[src/design/ptmh_pkg.sv]
`timescale 1ns / 1ps

package ptmh_pkg;

   localparam int unsigned MAXRES = 16;

   localparam logic [1:0] KIND_START = 2'd0;
   localparam logic [1:0] KIND_STOP  = 2'd1;
   localparam logic [1:0] KIND_TICK  = 2'd2;

   localparam logic [2:0] ST_EXPIRED   = 3'd0;
   localparam logic [2:0] ST_STARTED   = 3'd1;
   localparam logic [2:0] ST_STOPPED   = 3'd2;
   localparam logic [2:0] ST_STOP_IDLE = 3'd3;
   localparam logic [2:0] ST_NONE      = 3'd4;

   localparam logic [31:0] DEFAULT_INTERVAL_RESET = 32'd1000;
   localparam logic [47:0] TIME_MAX = 48'hFFFF_FFFF_FFFF;

   typedef struct packed {
      logic [1:0]  kind;
      logic [3:0]  timer_id;
      logic [31:0] interval;
      logic [47:0] now;
   } req_item_type;

   typedef struct packed {
      logic [3:0]  timer_id_res;
      logic [2:0]  status;
      logic [47:0] next_expiry;
      logic        last;
   } rsp_item_type;

   typedef struct packed {
      logic [47:0] expiry;
      logic [3:0]  timer_id;
   } entry_type;

   function automatic logic [47:0] sat_add(input logic [47:0] now, input logic [31:0] per);
      logic [48:0] sum;
      sum = {1'b0, now} + {17'd0, per};
      return sum[48] ? TIME_MAX : sum[47:0];
   endfunction

endpackage

[src/design/ptmh_front.sv]
`timescale 1ns / 1ps

module ptmh_front #(
   parameter int unsigned TIMERS = 16
) (
   input  logic                  start,
   input  ptmh_pkg::req_item_type req_item,
   input  logic                  queue_full,
   output logic                  busy,
   output logic                  push,
   output ptmh_pkg::req_item_type push_item
);

   logic accept;
   logic id_ok;
   logic kind_ok;

   assign busy    = queue_full;
   assign accept  = start & ~queue_full;
   assign id_ok   = {24'd0, req_item.timer_id} < 28'(TIMERS);
   assign kind_ok = (req_item.kind == ptmh_pkg::KIND_TICK) ||
                    (((req_item.kind == ptmh_pkg::KIND_START) ||
                      (req_item.kind == ptmh_pkg::KIND_STOP)) && id_ok);

   // Items that cannot produce results are dropped here and never reach the queue.
   assign push      = accept & kind_ok;
   assign push_item = req_item;

endmodule

[src/design/ptmh_cmd_fifo.sv]
`timescale 1ns / 1ps

module ptmh_cmd_fifo (
   input  logic                   clock,
   input  logic                   reset,
   input  logic                   push,
   input  ptmh_pkg::req_item_type push_item,
   input  logic                   pop,
   output logic                   empty,
   output logic                   full,
   output ptmh_pkg::req_item_type head
);

   ptmh_pkg::req_item_type slot_ff [2];
   logic       wr_ff;
   logic       rd_ff;
   logic [1:0] fill_ff;
   logic       do_pop;

   assign empty  = (fill_ff == 2'd0);
   assign full   = (fill_ff == 2'd2);
   assign head   = slot_ff[rd_ff];
   assign do_pop = pop & ~empty;

   always_ff @(posedge clock) begin
      if (push) begin
         slot_ff[wr_ff] <= push_item;
      end
   end

   always_ff @(posedge clock) begin
      if (reset) begin
         wr_ff   <= 1'b0;
         rd_ff   <= 1'b0;
         fill_ff <= 2'd0;
      end else begin
         if (push) begin
            wr_ff <= ~wr_ff;
         end
         if (do_pop) begin
            rd_ff <= ~rd_ff;
         end
         fill_ff <= fill_ff + {1'b0, push} - {1'b0, do_pop};
      end
   end

endmodule

[src/design/ptmh_heap_engine.sv]
`timescale 1ns / 1ps

module ptmh_heap_engine #(
   parameter int unsigned TIMERS = 16
) (
   input  logic                   clock,
   input  logic                   reset,
   input  logic [31:0]            default_interval,
   input  logic                   cmd_empty,
   input  ptmh_pkg::req_item_type cmd_head,
   output logic                   cmd_pop,
   output logic                   rsp_valid,
   output ptmh_pkg::rsp_item_type rsp_item
);

   localparam int unsigned PW  = (TIMERS > 1) ? $clog2(TIMERS) : 1;
   localparam int unsigned CW  = $clog2(TIMERS + 1);
   localparam int unsigned LW  = PW + 2;
   localparam int unsigned NID = (TIMERS < 16) ? TIMERS : 16;
   localparam int unsigned IW  = $clog2(NID);

   typedef enum logic [3:0] {
      S_IDLE, S_RM, S_RM_LD, S_UP_RD, S_UP_CMP, S_DN_L, S_DN_R, S_DN_SEL,
      S_PLACE, S_INS, S_EMIT, S_TPEEK, S_TCHK, S_TEND
   } state_type;

   typedef enum logic [1:0] {
      R_INSERT, R_EMIT, R_TICK
   } ret_type;

   state_type              state_ff;
   ret_type                ret_ff;
   ptmh_pkg::req_item_type cmd_ff;
   logic [31:0]            period_ff [NID];
   logic [PW-1:0]          pos_ff    [NID];
   logic                   valid_ff  [NID];
   logic [CW-1:0]          count_ff;
   logic [PW-1:0]          idx_ff;
   logic                   first_ff;
   ptmh_pkg::entry_type    cur_ff;
   ptmh_pkg::entry_type    left_ff;
   logic                   has_r_ff;
   logic [3:0]             rm_id_ff;
   logic [3:0]             ins_id_ff;
   logic [4:0]             n_ff;
   logic [3:0]             k_ff;
   logic [3:0]             popped_ff [ptmh_pkg::MAXRES];
   logic                   rsp_valid_ff;
   ptmh_pkg::rsp_item_type rsp_item_ff;

   ptmh_pkg::entry_type    mem [TIMERS];
   ptmh_pkg::entry_type    rd_data_ff;
   logic [PW-1:0]          rd_addr;
   logic                   mem_we;
   logic [PW-1:0]          mem_wa;
   ptmh_pkg::entry_type    mem_wd;

   logic [PW-1:0]          pidx;
   logic [LW-1:0]          l_w;
   logic [LW-1:0]          r_w;
   logic [LW-1:0]          cnt_l;
   logic [PW-1:0]          rpos;
   logic                   pick_r;
   ptmh_pkg::entry_type    child;
   logic [PW-1:0]          cidx;
   logic                   tick_last;
   state_type              cont;

   assign pidx      = PW'((idx_ff - PW'(1)) >> 1);
   assign l_w       = {1'b0, idx_ff, 1'b1};
   assign r_w       = l_w + LW'(1);
   assign cnt_l     = LW'(count_ff);
   assign rpos      = pos_ff[rm_id_ff[IW-1:0]];
   assign pick_r    = has_r_ff && !(left_ff.expiry < rd_data_ff.expiry);
   assign child     = pick_r ? rd_data_ff : left_ff;
   assign cidx      = pick_r ? PW'(r_w) : PW'(l_w);
   assign tick_last = (({1'b0, k_ff} + 5'd1) == n_ff);
   assign cmd_pop   = (state_ff == S_IDLE);
   assign rsp_valid = rsp_valid_ff;
   assign rsp_item  = rsp_item_ff;

   always_comb begin
      case (ret_ff)
         R_INSERT: cont = S_INS;
         R_EMIT:   cont = S_EMIT;
         R_TICK:   cont = S_TPEEK;
         default:  cont = S_IDLE;
      endcase
   end

   always_comb begin
      case (state_ff)
         S_RM:    rd_addr = PW'(count_ff - CW'(1));
         S_UP_RD: rd_addr = pidx;
         S_DN_L:  rd_addr = PW'(l_w);
         S_DN_R:  rd_addr = PW'(r_w);
         default: rd_addr = '0;
      endcase
   end

   always_comb begin
      mem_we = 1'b0;
      mem_wa = idx_ff;
      mem_wd = cur_ff;
      case (state_ff)
         S_UP_CMP: begin
            mem_we = (cur_ff.expiry < rd_data_ff.expiry);
            mem_wd = rd_data_ff;
         end
         S_DN_SEL: begin
            mem_we = !(cur_ff.expiry < child.expiry);
            mem_wd = child;
         end
         S_PLACE: begin
            mem_we = 1'b1;
         end
         default: begin
            mem_we = 1'b0;
         end
      endcase
   end

   always_ff @(posedge clock) begin
      if (mem_we) begin
         mem[mem_wa] <= mem_wd;
      end
      rd_data_ff <= mem[rd_addr];
   end

   always_ff @(posedge clock) begin
      if (reset) begin
         state_ff     <= S_IDLE;
         ret_ff       <= R_EMIT;
         count_ff     <= '0;
         rsp_valid_ff <= 1'b0;
         for (int i = 0; i < NID; i++) begin
            valid_ff[i]  <= 1'b0;
            period_ff[i] <= '0;
         end
      end else begin
         rsp_valid_ff <= 1'b0;
         case (state_ff)
            S_IDLE: begin
               if (!cmd_empty) begin
                  cmd_ff <= cmd_head;
                  case (cmd_head.kind)
                     ptmh_pkg::KIND_START: begin
                        period_ff[cmd_head.timer_id[IW-1:0]] <=
                           (cmd_head.interval != 32'd0) ? cmd_head.interval : default_interval;
                        ins_id_ff <= cmd_head.timer_id;
                        rm_id_ff  <= cmd_head.timer_id;
                        ret_ff    <= R_INSERT;
                        state_ff  <= valid_ff[cmd_head.timer_id[IW-1:0]] ? S_RM : S_INS;
                     end
                     ptmh_pkg::KIND_STOP: begin
                        rm_id_ff <= cmd_head.timer_id;
                        ret_ff   <= R_EMIT;
                        if (valid_ff[cmd_head.timer_id[IW-1:0]]) begin
                           state_ff <= S_RM;
                        end else begin
                           rsp_valid_ff <= 1'b1;
                           rsp_item_ff  <= '{timer_id_res: cmd_head.timer_id,
                                             status: ptmh_pkg::ST_STOP_IDLE,
                                             next_expiry: 48'd0, last: 1'b1};
                        end
                     end
                     ptmh_pkg::KIND_TICK: begin
                        n_ff     <= '0;
                        state_ff <= S_TPEEK;
                     end
                     default: begin
                        state_ff <= S_IDLE;
                     end
                  endcase
               end
            end
            S_RM: begin
               valid_ff[rm_id_ff[IW-1:0]] <= 1'b0;
               idx_ff   <= rpos;
               count_ff <= count_ff - CW'(1);
               state_ff <= (CW'(rpos) == (count_ff - CW'(1))) ? cont : S_RM_LD;
            end
            S_RM_LD: begin
               cur_ff   <= rd_data_ff;
               first_ff <= 1'b1;
               state_ff <= (idx_ff == '0) ? S_DN_L : S_UP_RD;
            end
            S_UP_RD: begin
               state_ff <= (idx_ff == '0) ? S_PLACE : S_UP_CMP;
            end
            S_UP_CMP: begin
               if (cur_ff.expiry < rd_data_ff.expiry) begin
                  pos_ff[rd_data_ff.timer_id[IW-1:0]] <= idx_ff;
                  idx_ff   <= pidx;
                  first_ff <= 1'b0;
                  state_ff <= S_UP_RD;
               end else begin
                  first_ff <= 1'b0;
                  state_ff <= first_ff ? S_DN_L : S_PLACE;
               end
            end
            S_DN_L: begin
               state_ff <= (l_w >= cnt_l) ? S_PLACE : S_DN_R;
            end
            S_DN_R: begin
               left_ff  <= rd_data_ff;
               has_r_ff <= (r_w < cnt_l);
               state_ff <= S_DN_SEL;
            end
            S_DN_SEL: begin
               if (cur_ff.expiry < child.expiry) begin
                  state_ff <= S_PLACE;
               end else begin
                  pos_ff[child.timer_id[IW-1:0]] <= idx_ff;
                  idx_ff   <= cidx;
                  state_ff <= S_DN_L;
               end
            end
            S_PLACE: begin
               pos_ff[cur_ff.timer_id[IW-1:0]] <= idx_ff;
               state_ff <= cont;
            end
            S_INS: begin
               cur_ff.expiry   <= ptmh_pkg::sat_add(cmd_ff.now, period_ff[ins_id_ff[IW-1:0]]);
               cur_ff.timer_id <= ins_id_ff;
               valid_ff[ins_id_ff[IW-1:0]] <= 1'b1;
               idx_ff   <= PW'(count_ff);
               count_ff <= count_ff + CW'(1);
               first_ff <= 1'b0;
               ret_ff   <= R_EMIT;
               state_ff <= S_UP_RD;
            end
            S_EMIT: begin
               rsp_valid_ff <= 1'b1;
               state_ff     <= S_IDLE;
               case (cmd_ff.kind)
                  ptmh_pkg::KIND_START: begin
                     rsp_item_ff <= '{timer_id_res: cmd_ff.timer_id,
                                      status: ptmh_pkg::ST_STARTED,
                                      next_expiry: cur_ff.expiry, last: 1'b1};
                  end
                  ptmh_pkg::KIND_STOP: begin
                     rsp_item_ff <= '{timer_id_res: cmd_ff.timer_id,
                                      status: ptmh_pkg::ST_STOPPED,
                                      next_expiry: 48'd0, last: 1'b1};
                  end
                  default: begin
                     rsp_item_ff <= '{timer_id_res: cur_ff.timer_id,
                                      status: ptmh_pkg::ST_EXPIRED,
                                      next_expiry: cur_ff.expiry, last: tick_last};
                     if (!tick_last) begin
                        k_ff      <= k_ff + 4'd1;
                        ins_id_ff <= popped_ff[k_ff + 4'd1];
                        state_ff  <= S_INS;
                     end
                  end
               endcase
            end
            S_TPEEK: begin
               state_ff <= ((n_ff < 5'(ptmh_pkg::MAXRES)) && (count_ff != '0)) ? S_TCHK : S_TEND;
            end
            S_TCHK: begin
               if (rd_data_ff.expiry <= cmd_ff.now) begin
                  popped_ff[n_ff[3:0]] <= rd_data_ff.timer_id;
                  n_ff     <= n_ff + 5'd1;
                  rm_id_ff <= rd_data_ff.timer_id;
                  ret_ff   <= R_TICK;
                  state_ff <= S_RM;
               end else begin
                  state_ff <= S_TEND;
               end
            end
            S_TEND: begin
               if (n_ff == 5'd0) begin
                  rsp_valid_ff <= 1'b1;
                  rsp_item_ff  <= '{timer_id_res: 4'd0, status: ptmh_pkg::ST_NONE,
                                    next_expiry: 48'd0, last: 1'b1};
                  state_ff     <= S_IDLE;
               end else begin
                  k_ff      <= 4'd0;
                  ins_id_ff <= popped_ff[0];
                  state_ff  <= S_INS;
               end
            end
            default: begin
               state_ff <= S_IDLE;
            end
         endcase
      end
   end

endmodule

[src/design/periodic_timer_min_heap.sv]
`timescale 1ns / 1ps
// Channel    Handshake           Payload
// request    start / busy        req_item
// response   rsp_valid strobe    rsp_item
// register   APB write/read      pwdata / prdata
// Accepted transfers with a valid kind and timer id pass through the two-entry command queue.
// Once taken from the queue, a start, or a stop of a running timer, updates the heap before its result;
// the heap sequencer reads one entry per step over at most four levels.
// A tick with nothing due gives a single none result; otherwise each expired timer is re-armed and reported.
// Reset is synchronous and empties the heap; busy is high while the command queue is full.
// Each result is shown for one cycle and cannot be held off.

module periodic_timer_min_heap #(
   parameter int unsigned TIMERS = 16
) (
   input  logic                   clock,
   input  logic                   reset,
   input  logic                   start,
   output logic                   busy,
   input  ptmh_pkg::req_item_type req_item,
   output logic                   rsp_valid,
   output ptmh_pkg::rsp_item_type rsp_item,
   input  logic                   psel,
   input  logic                   penable,
   input  logic                   pwrite,
   input  logic [2:0]             paddr,
   input  logic [31:0]            pwdata,
   output logic [31:0]            prdata,
   output logic                   pready
);

   logic                   cfg_write;
   logic [31:0]            dflt_ff;
   logic                   q_full;
   logic                   q_empty;
   logic                   q_push;
   logic                   q_pop;
   ptmh_pkg::req_item_type q_in;
   ptmh_pkg::req_item_type q_head;

   assign pready = 1'b1;
   assign prdata = (paddr[2] == 1'b0) ? dflt_ff : 32'd0;
   assign cfg_write = psel & penable & pwrite & (paddr[2] == 1'b0);

   always_ff @(posedge clock) begin
      if (reset) begin
         dflt_ff <= ptmh_pkg::DEFAULT_INTERVAL_RESET;
      end else if (cfg_write) begin
         dflt_ff <= pwdata;
      end
   end

   ptmh_front #(.TIMERS(TIMERS)) u_front (
      .start      (start),
      .req_item   (req_item),
      .queue_full (q_full),
      .busy       (busy),
      .push       (q_push),
      .push_item  (q_in)
   );

   ptmh_cmd_fifo u_fifo (
      .clock     (clock),
      .reset     (reset),
      .push      (q_push),
      .push_item (q_in),
      .pop       (q_pop),
      .empty     (q_empty),
      .full      (q_full),
      .head      (q_head)
   );

   ptmh_heap_engine #(.TIMERS(TIMERS)) u_engine (
      .clock            (clock),
      .reset            (reset),
      .default_interval (dflt_ff),
      .cmd_empty        (q_empty),
      .cmd_head         (q_head),
      .cmd_pop          (q_pop),
      .rsp_valid        (rsp_valid),
      .rsp_item         (rsp_item)
   );

endmodule

[config.mk]
export PLATFORM = sky130hd
export DESIGN_NAME = periodic_timer_min_heap
export DESIGN_NICKNAME = d
export VERILOG_FILES = /design/src/design/ptmh_pkg.sv /design/src/design/ptmh_front.sv /design/src/design/ptmh_cmd_fifo.sv /design/src/design/ptmh_heap_engine.sv /design/src/design/periodic_timer_min_heap.sv
export SDC_FILE = /design/constraint.sdc
export NUM_CORES = 2
export LEC_CHECK = 0
export BUFFER_PORTS_ARGS = -buffer_cell sky130_fd_sc_hd__buf_2
export CAP_MARGIN = 20
export CORE_MARGIN = 3
export CORE_UTILIZATION = 37
export DETAILED_ROUTE_END_ITERATION = 7
export MAX_ROUTING_LAYER = met4
export SLEW_MARGIN = 20
export SYNTH_ARGS = -nofsm -noshare
export SYNTH_HDL_FRONTEND = slang
export SYNTH_SLANG_ARGS = --single-unit
[constraint.sdc]
create_clock -name clock -period 10.9 [get_ports clock]
set_input_delay 0 -clock clock [delete_from_list [all_inputs] [get_ports clock]]
set_output_delay 0 -clock clock [all_outputs]
set_load 0.005 [all_outputs]
==> impl_metrics.csv <==
group,metric,value,unit
run_status,outcome,"completed",
sta,worst_slew_pin_slew,1.103,ns
cells_and_area,nNetsFinal,6494,
yosys,synth_edf_count,1897,
routing,wl_per_cell,25.87,um
worst_setup_path,crit_type,"reg -> reg",
worst_setup_path,cp.required,11.36,ns
cells_and_area,final_common_cell,"edfxtp_1",
yosys,synth_cells,5512,
sta,fin_crit_sh,72.10,%
cts,h-tree-depth,4,
floorplan,start_util,37.40,%
sta,slew-limit-headroom,24.37,%
yosys,synth_async_sr_flop_share,0,%
worst_setup_path,start_kind,"flip-flop",
routing,drt_drc_violations_left,0,
sta,final.setup_skew,0.08537,ns
flow_run,maxCapViolCount,0,
yosys,ys_types,95,
cells_and_area,final_cell_mix,"1,897 x edfxtp_1, 702 x nor2_1, 405 x mux4_2",
routing,drtIter0Drc,5401,
placed_design,dp_cells,8711,
global_route,grt_pass1_vias,51905,
worst_hold_path,holdCritPathClass,"in -> reg",
pwr,power_per_cell_area,229.5,nW/um2
floorplan,fp.dieW,489.7,um
floorplan,die_y,489.7,um
worst_setup_path,arrival,8.32,ns
placed_design,dp_hpwl,146100,um
sta,post-route-min-period,7.859,ns
cells_and_area,design_area,102300,um2
cts,root_buffer,"clkbuf_16",
yosys,synth_flop_cell,"edfxtp_1",
global_route,overflow,0,
global_route,track_usage,20.70,%
sta,setup_slack,3.041,ns
routing,dr_total_vias,51867,
placed_design,gp_congestion,0.8925,
yosys,synth_area_leader_cell,"edfxtp_1",
cts,tritoncts,"built",
sta,hold_slack,0.3347,ns
sta,rsz0062_at_grt,"no",
floorplan,num_rows,176,
yosys,synthTopCellsByArea,"edfxtp_1 66%, mux4_2 11%, ha_1 3.6%",
routing,first_pass_iters,5,
routing,vias_per_cell,5.504,
routing,finalWirelength,243800,um
cts,clockBufferDepth,3,
sta,finalSetupViolCount,0,
yosys,ys_seq_area_share,68.32,%
yosys,avgSynthCellArea,15.71,um2
floorplan,io_pins,218,
cts,cts_buffers,211,
routing,drtAntennaViolNets,0,
pwr,ir_drop,161.5,uV
yosys,synth.cell_area,86570,um2
cells_and_area,layout-area-overhead-vs-synth,18.14,%
floorplan,core_region_area,231400,um2
global_route,antenna_found_initial,11,
cts,clock-sinks,2006,
placed_design,port_buffers,214,
yosys,yosys_register_bits,2006,
sta,final_max_slew_viol_count,0,
global_route,grt_pass1_wl,354600,um
pwr,power,23.47,mW
global_route,grt_max_degree,111,
yosys,synth_top_cell_area_share,65.80,%
cells_and_area,postLayoutCoreUtil,44.19,%
yosys,yosysWarnings,0,
cells_and_area,instances_no_fill,9423,
cts,postCtsSetupRepairBufs,0,
worst_setup_path,endpoint_kind,"flip-flop",
placed_design,dpl-instance-area,92210,um2
sta,hold_viol_final,0,
cts,clkTransAtPathRegs,0.06,ns
placed_design,dpl_worst_slack,3.268,ns
sta,timing.fmax,127.2,MHz
yosys,synth_nets,5887,
pwr,total_leakage_power,35.44,nW
worst_setup_path,critPathMaxFanout,35,
sta,tns,0,ns
floorplan,dieArea,239800,um2
cells_and_area,drive_above_1_share,20.83,%
cts,insertion_delay,0.88,ns
## layout make-up
class,count,area [um2]
antenna,8,20.02
clock buffer,268,5554
clock inverter,126,1381
fill,20304,129200
inverter,148,555.5
multi-input combinational,3050,26150
sequential,2006,59160
tap,3115,3897
timing repair buffer,702,5555
## worst paths after layout
kind,start,end,slack [ns],cells past startpoint
hold / removal,penable,dflt_ff[31],0.33,6
setup reg to reg,u_engine.rd_data_ff[49],u_engine.mem[3][13],3.04,20
setup / recovery,u_engine.rd_data_ff[49],u_engine.mem[3][13],3.04,20
hold reg to reg,u_engine.rd_data_ff[45],u_engine.left_ff[45],0.51,0
## cell families after synthesis
kind of cell | synth area share (%)
compound gates | 5.933
xor+xnor | 0.6374
fa+ha+maj | 3.593
buf+inv | 2.060
flops | 68.32
mux | 11.61
other cells | 0.004332
simple gates | 7.844
## what timing repair did
action	4_1_cts	5_1_grt
gates resized for setup	0	0
hold endpoints to repair	250	0
hold buffers	303	0
## synthesized netlist by cell type (12+ instances only)
library cell  count
edfxtp_1       1897
nor2_1          708
mux4_2          405
nand2_1         356
ha_1            247
clkbuf_1        236
a21oi_1         183
inv_1           148
o21ai_0         121
dfxtp_1         109
and2_1          108
nor2b_1          84
a22oi_1          74
a211oi_1         67
a31oi_1          65
mux2_2           60
a21o_1           50
nand3_1          45
nand4_1          41
xnor2_1          38
a221oi_1         36
buf_1            34
nor3_1           34
buf_2            33
nor4_1           25
xor2_1           25
mux2i_1          24
o21a_1           18
nand2b_1         17
and3_1           13
o22ai_1          13
o21ai_1          12
## routing by layer
| layer | routed length (um) | track usage [%] | part of all wire [%] |
|---|---|---|---|
| met5 | 0 | - | 0 |
| met2 | 115700 | 32.16 | 47 |
| met1 | 102800 | 28.39 | 42 |
| met3 | 17300 | 2.771 | 7.1 |
| met4 | 7893 | 6.584 | 3.2 |
## state kept, by name, indices dropped and copies added (netlist names), 16 cells and up, named ones only
register	flops
u_engine.rd_data_ff	52
u_engine.period_ff	512
u_engine.left_ff	52
u_engine.pos_ff	64
u_engine.mem	832
u_engine.valid_ff	16
u_engine.cmd_ff	54
dflt_ff	32
u_engine.rsp_item	56
u_fifo.slot_ff	172
u_engine.cur_ff	52
u_engine.popped_ff	64
## worst max-delay path, cell delays in order, from the launching register on
cell	delay (ns)
dfxtp_1	0.44
inv_1	0.15
ha_1	0.34
a21oi_1	0.16
o21ai_1	0.13
a2111oi_0	0.59
a21oi_1	0.31
a211oi_4	0.77
buf_4	0.42
a21oi_1	0.15
ha_1	0.35
nand4_1	0.16
nor3_2	0.30
nand2_1	0.24
a2111oi_2	0.59
nand3b_1	0.20
o311a_4	0.28
nor3b_2	0.10
buf_4	0.22
and3b_4	0.71
buf_4	0.76
## power by group
group,leakage (nW),switching (mW),internal (mW)
sequential,18.8,0.582,9.35
combinational,13.3,3.87,2.49
clock,3.35,3.12,4.05
No activity file was read; power rests on OpenSTA's default activity.
